[src/hw/rtl/acn_pkg.sv]
`timescale 1ns / 1ps
// ----------------------------------------------------------------------------
// acn_pkg
// Shared types, codes and helpers for the box pair collide and nudge block.
// ----------------------------------------------------------------------------
package acn_pkg;

    localparam int SLOTS_DEF  = 64;
    localparam int COORD_BITS = 24;
    localparam int SIZE_BITS  = COORD_BITS - 1;
    localparam int FRAC_BITS  = 8;
    localparam int SLOT_BITS  = 6;
    localparam int EDGE_W     = COORD_BITS + 2;

    typedef logic signed [COORD_BITS-1:0] coord_t;
    typedef logic [SIZE_BITS-1:0]         size_t;
    typedef logic signed [EDGE_W-1:0]     edge_t;
    typedef logic [SLOT_BITS-1:0]         slot_t;

    typedef enum logic [1:0] {
        ACT_WRITE = 2'd0,
        ACT_PAIR  = 2'd1,
        ACT_READ  = 2'd2,
        ACT_NONE  = 2'd3
    } action_t;

    typedef enum logic [1:0] {
        CB_NONE   = 2'd0,
        CB_FIRST  = 2'd1,
        CB_SECOND = 2'd2,
        CB_UNUSED = 2'd3
    } cb_order_t;

    localparam logic signed [COORD_BITS:0] UNIT_EXT = (COORD_BITS + 1)'(1 << FRAC_BITS);

    typedef struct packed {
        logic [1:0] action;
        slot_t      slot;
        slot_t      other_slot;
        coord_t     pos_x;
        coord_t     pos_y;
        size_t      size_w;
        size_t      size_h;
        logic       has_box;
        logic       has_physics;
        logic       has_script;
    } req_t;

    typedef struct packed {
        logic       hit;
        logic [1:0] callback_order;
        coord_t     read_x;
        coord_t     read_y;
    } rsp_t;

    typedef struct packed {
        logic script;
        logic phys;
        logic box;
    } flags_t;

    typedef struct packed {
        coord_t cx;
        coord_t cy;
        size_t  w;
        size_t  h;
    } entry_t;

    typedef struct packed {
        logic accept;
        logic edges;
        logic compare;
        logic nudge_i;
        logic nudge_j;
        logic load_out;
    } cmd_t;

    typedef struct packed {
        logic pair_ok;
    } status_t;

    // 2*c - s and 2*c + s at doubled scale
    function automatic edge_t edge_lo(coord_t c, size_t s);
        return $signed({c[COORD_BITS-1], c, 1'b0}) - $signed({3'b000, s});
    endfunction

    function automatic edge_t edge_hi(coord_t c, size_t s);
        return $signed({c[COORD_BITS-1], c, 1'b0}) + $signed({3'b000, s});
    endfunction

    // one unit step with saturation to the coordinate range
    function automatic coord_t nudge(coord_t p, logic down);
        logic signed [COORD_BITS:0] r;
        r = down ? ($signed({p[COORD_BITS-1], p}) - UNIT_EXT)
                 : ($signed({p[COORD_BITS-1], p}) + UNIT_EXT);
        if (r[COORD_BITS] != r[COORD_BITS-1])
        begin
            return r[COORD_BITS] ? {1'b1, {(COORD_BITS-1){1'b0}}}
                                 : {1'b0, {(COORD_BITS-1){1'b1}}};
        end
        return r[COORD_BITS-1:0];
    endfunction

endpackage

[src/hw/rtl/acn_ctrl.sv]
`timescale 1ns / 1ps
// ----------------------------------------------------------------------------
// acn_ctrl
// Sequencer: accepts a request, steps the datapath, owns the response valid.
// ----------------------------------------------------------------------------
module acn_ctrl (
    input  logic            clk,
    input  logic            rst_n,
    input  logic            req_valid,
    input  logic [1:0]      req_action,
    output logic            req_stall,
    output logic            rsp_valid,
    input  logic            rsp_stall,
    input  acn_pkg::status_t status,
    output acn_pkg::cmd_t   cmd
);
    import acn_pkg::*;

    typedef enum logic [6:0] {
        S_IDLE    = 7'b0000001,
        S_EDGE    = 7'b0000010,
        S_CMP     = 7'b0000100,
        S_NUDGE_I = 7'b0001000,
        S_NUDGE_J = 7'b0010000,
        S_DONE    = 7'b0100000,
        S_SPARE   = 7'b1000000
    } state_t;

    state_t state_reg, state_next;
    logic   out_valid_reg, out_valid_next;
    logic   out_free;

    assign req_stall = (state_reg != S_IDLE);
    assign rsp_valid = out_valid_reg;
    assign out_free  = !out_valid_reg || !rsp_stall;

    always_comb
    begin
        state_next     = state_reg;
        out_valid_next = out_valid_reg && rsp_stall;
        cmd            = '0;
        case (state_reg)
            S_IDLE:
            begin
                if (req_valid)
                begin
                    cmd.accept = 1'b1;
                    state_next = (req_action == ACT_PAIR) ? S_EDGE : S_DONE;
                end
            end
            S_EDGE:
            begin
                cmd.edges  = 1'b1;
                state_next = status.pair_ok ? S_CMP : S_DONE;
            end
            S_CMP:
            begin
                cmd.compare = 1'b1;
                state_next  = S_NUDGE_I;
            end
            S_NUDGE_I:
            begin
                cmd.nudge_i = 1'b1;
                state_next  = S_NUDGE_J;
            end
            S_NUDGE_J:
            begin
                cmd.nudge_j = 1'b1;
                state_next  = S_DONE;
            end
            S_DONE:
            begin
                if (out_free)
                begin
                    cmd.load_out   = 1'b1;
                    out_valid_next = 1'b1;
                    state_next     = S_IDLE;
                end
            end
            default:
            begin
                state_next = S_IDLE;
            end
        endcase
    end

    always_ff @(posedge clk or negedge rst_n)
    begin
        if (!rst_n)
        begin
            state_reg     <= S_IDLE;
            out_valid_reg <= 1'b0;
        end
        else
        begin
            state_reg     <= state_next;
            out_valid_reg <= out_valid_next;
        end
    end

endmodule

[config.mk]
export PLATFORM = sky130hd
export DESIGN_NAME = acn_ctrl
export DESIGN_NICKNAME = d
export VERILOG_FILES = /design/src/hw/rtl/acn_pkg.sv /design/src/hw/rtl/acn_ctrl.sv
export SDC_FILE = /design/constraint.sdc
export NUM_CORES = 1
export LEC_CHECK = 0
export ABC_CLOCK_PERIOD_IN_PS = 2150
export BUFFER_PORTS_ARGS = -buffer_cell sky130_fd_sc_hd__buf_2
export CAP_MARGIN = 0
export CORE_AREA = 2 2 39 41
export DETAILED_ROUTE_END_ITERATION = 12
export DIE_AREA = 0 0 41 43
export PLACE_DENSITY = 0.61
export SYNTH_ARGS = -nofsm -noshare
export SYNTH_HDL_FRONTEND = slang
export SYNTH_SLANG_ARGS = --single-unit
[constraint.sdc]
create_clock -name clk -period 2.15 [get_ports clk]
set_input_delay 0.1075 -clock clk [delete_from_list [all_inputs] [get_ports clk]]
set_output_delay 0.1075 -clock clk [all_outputs]
set_load 0.1 [all_outputs]
==> impl_results.md <==
- Status: finished, final reports clean
- Clock share of power: 0.166
- Reg-to-reg endpoint: state_reg[5]$_DFFE_PN0P_
- Die Wd: 41 um
- Worst path max stage delay: 0.42 ns
- Syn_area_per_cell: 8.93 um^2
- Reg power frac: 0.268
- Total power: 0.735 mW
- Crit path max-delay family: simple AND/OR/NAND/NOR gates
- Layout net count: 71
- Final period utilization: 0.865
- TritonCTS Sinks: 7
- CP endpoint kind: output pin
- Post-CTS resize count: 0
- Pin count of the biggest net entering global routing: 8
- CTS buffer count: 3
- Hold EP: state_reg[1]$_DFFE_PN0P_
- Initial cell density of the core: 0.284
- Hold path depth: 3
- Post-synthesis cell area: 393 um^2
- Hold Crit Class: in2reg
- Switching Fraction: 0.557
- GP Congestion: 0.686
- Synth Warn #: 0
- Area grow syn2layout: 33.8%
- Die ar.: 1760 um^2
- CTS root buf: clkbuf_4
- Critical path arrival: 1.75 ns
- Global route total overflow: 0
- Setup Fix Bufs, Post-CTS: 0
- Seq/Total Area, Yosys: 0.449
- Syn_nets: 51
- DP Worst Slack: 0.554 ns
- Setup violations, final: 0
- Layout cells sized above 1: 0.365
- 1st-iter DRT viols: 9
- Leakage power: 0.296 nW
- Worst clock skew: 0.00194 ns
- Sw Pwr: 0.409 mW
- Worst R2R Start: state_reg[3]$_DFFE_PN0P_
- Synthesized flop and latch total: 7
- Actual slew at the worst max-slew pin: 0.484 ns
- Clock Tree Buf Depth: 2
- Final Max Tran Viols: 0
- Worst Path Max Fanout: 4
- Post-Route WL: 800 um
- Worst Path Buf+Inv: 2
- Drt drc: 0
- Pwr dens: 1400 nW/um^2
- Final Hold Fails: 0
- DR WL/cell: 10.1 um
- Die Height: 43 um
- Critical Path Source Type: flip-flop
- WP data required: 2.04 ns
- Core area: 1380 um^2
- Setup TNS Final: 0 ns
- CTS tree: built
- Ys async rst share: 1.00
- Synthesized instance count: 44
- Hold_sp: req_action[0]
- Worst Slack Setup Final: 0.291 ns
- Post-CTS Hold Buffers: 1
- Top-Level Pins: 15
- Max reg flops: 6
- Clk slew on worst S/H paths: 0.05 ns
- CP max stage cell: buf_2
- Vias: 377
- Max-cap viol count: 0
- Combinational share of power: 0.565
- Gr usage total: 0.113
- Cell Int Power: 0.325 mW
- # H-tree levels: 1
- Hold_ws: 0.113 ns
- Routed Antenna Nets: 0
- Critical Path, Cell by Cell: nor4_2 > and2_2 > inv_1 > nor2_2 > buf_2
- Worst Setup SP: state_reg[3]$_DFFE_PN0P_
- Ant diodes: 0
- Vias in the first global route: 333
- IO buf count: 14
- DP Wirelength: 612 um
- Worst reg2reg setup slack: 0.83 ns
- Maximum vdd drop: 0.00103 V
- Count of different cell masters after synthesis: 22
- Worst relative slew slack: 0.680
- Vias per cell: 4.77
- Number of flops mapped to enable cells by yosys: 0
- Fmax: 538 MHz
- Minimum clock period: 1.86 ns
- DRT Pass-1 Iters: 4
- Reg2Reg Depth: 4
- Clk Latency, worst-skew pair: 0.25 ns
- RSZ-0062 raised after global routing: false
- Cell Rows: 14
- CP Class: reg2out
- Global-route wire length before repair: 1.28 mm
- Main synth FF type: dfrtp_1
- Antenna violations before repair: 0
==> through the flow <==
step / std cells / instance area [um^2] / util
final: 79 / 526 / 0.380
after global placement: 74 / 489 / 0.354
after global routing: 79 / 526 / 0.380
after detailed placement: 74 / 489 / 0.354
after floorplan: 44 / 399 / -
after CTS: 79 / 526 / 0.380
==> layout make-up <==
class                   instances  area (um^2)
flip-flops and latches          7          176
multi-input cells              34          211
clock buffers                   4         26.3
well taps                      16         20.0
repair buffers                 15         80.1
inverters                       3         11.3
fillers                       143          858
==> metal layers <==
layer / routed length (um) / share of wire / GRT usage / vias up
met5: 0 / 0 / 0 / -
met4: 36 / 0.045 / 0.120 / 0
met3: 50 / 0.063 / 0.0157 / 5
met2: 296 / 0.37 / 0.138 / 17
met1: 417 / 0.52 / 0.153 / 160
li1: - / - / - / 195
==> Yosys cell counts (all sizes together) (2+ instances only) <==
master / n / area share
nand2: 3 / 0.029
and2: 2 / 0.035
a21oi: 3 / 0.038
nor2: 5 / 0.048
dfrtp: 6 / 0.38
nor2b: 3 / 0.048
nor3: 2 / 0.025
inv: 3 / 0.029
and3: 5 / 0.083
o21ai: 2 / 0.025
==> worst max path at each step <==
stage                   to  slack, ns  depth (start not counted)
floorplan           cmd[5]      -0.17                          4
global placement    cmd[5]       0.58                          5
detailed placement  cmd[5]       0.55                          5
CTS                 cmd[5]       0.27                          5
global route        cmd[5]       0.16                          5
finish              cmd[5]       0.29                          5
==> power by group through the flow <==
stage | Sequential (mW) | Clock [mW] | Combinational, mW
final | 0.197 | 0.122 | 0.415
after global routing | 0.201 | 0.130 | 0.446
after CTS | 0.196 | 0.126 | 0.419
after detailed placement | 0.199 | 0 | 0.416
after global placement | 0.198 | 0 | 0.415
after floorplan | 0.247 | 0 | 0.303
==> worst reg2reg max path: cells and delay by family, from the launching register on <==
family / cells / cell delay (ns)
DFF: 1 / 0.40
AOI/OAI and AO/OA: 2 / 0.28
and+or+nand+nor: 2 / 0.53
==> logic make-up (layout without fill, tap and decap cells) <==
logic type / after synthesis / after routing / synth area share
buffers and inverters: 3 / 22 / 0.0287
and+or+nand+nor: 25 / 25 / 0.373
AOI/OAI and AO/OA: 9 / 9 / 0.150
DFF: 7 / 7 / 0.449
==> cell usage in the layout (no fill, tap or decap), types with 2 or more instances in the layout <==
cell and instances:
dfrtp_1 6, nand2_1 3, nor2b_1 3, and3_1 4, o21ai_0 2, buf_2 14
nor2_1 4, nor3_1 2, inv_1 3, a21oi_1 2, clkbuf_4 3
Power figures use the tool's default switching activity.
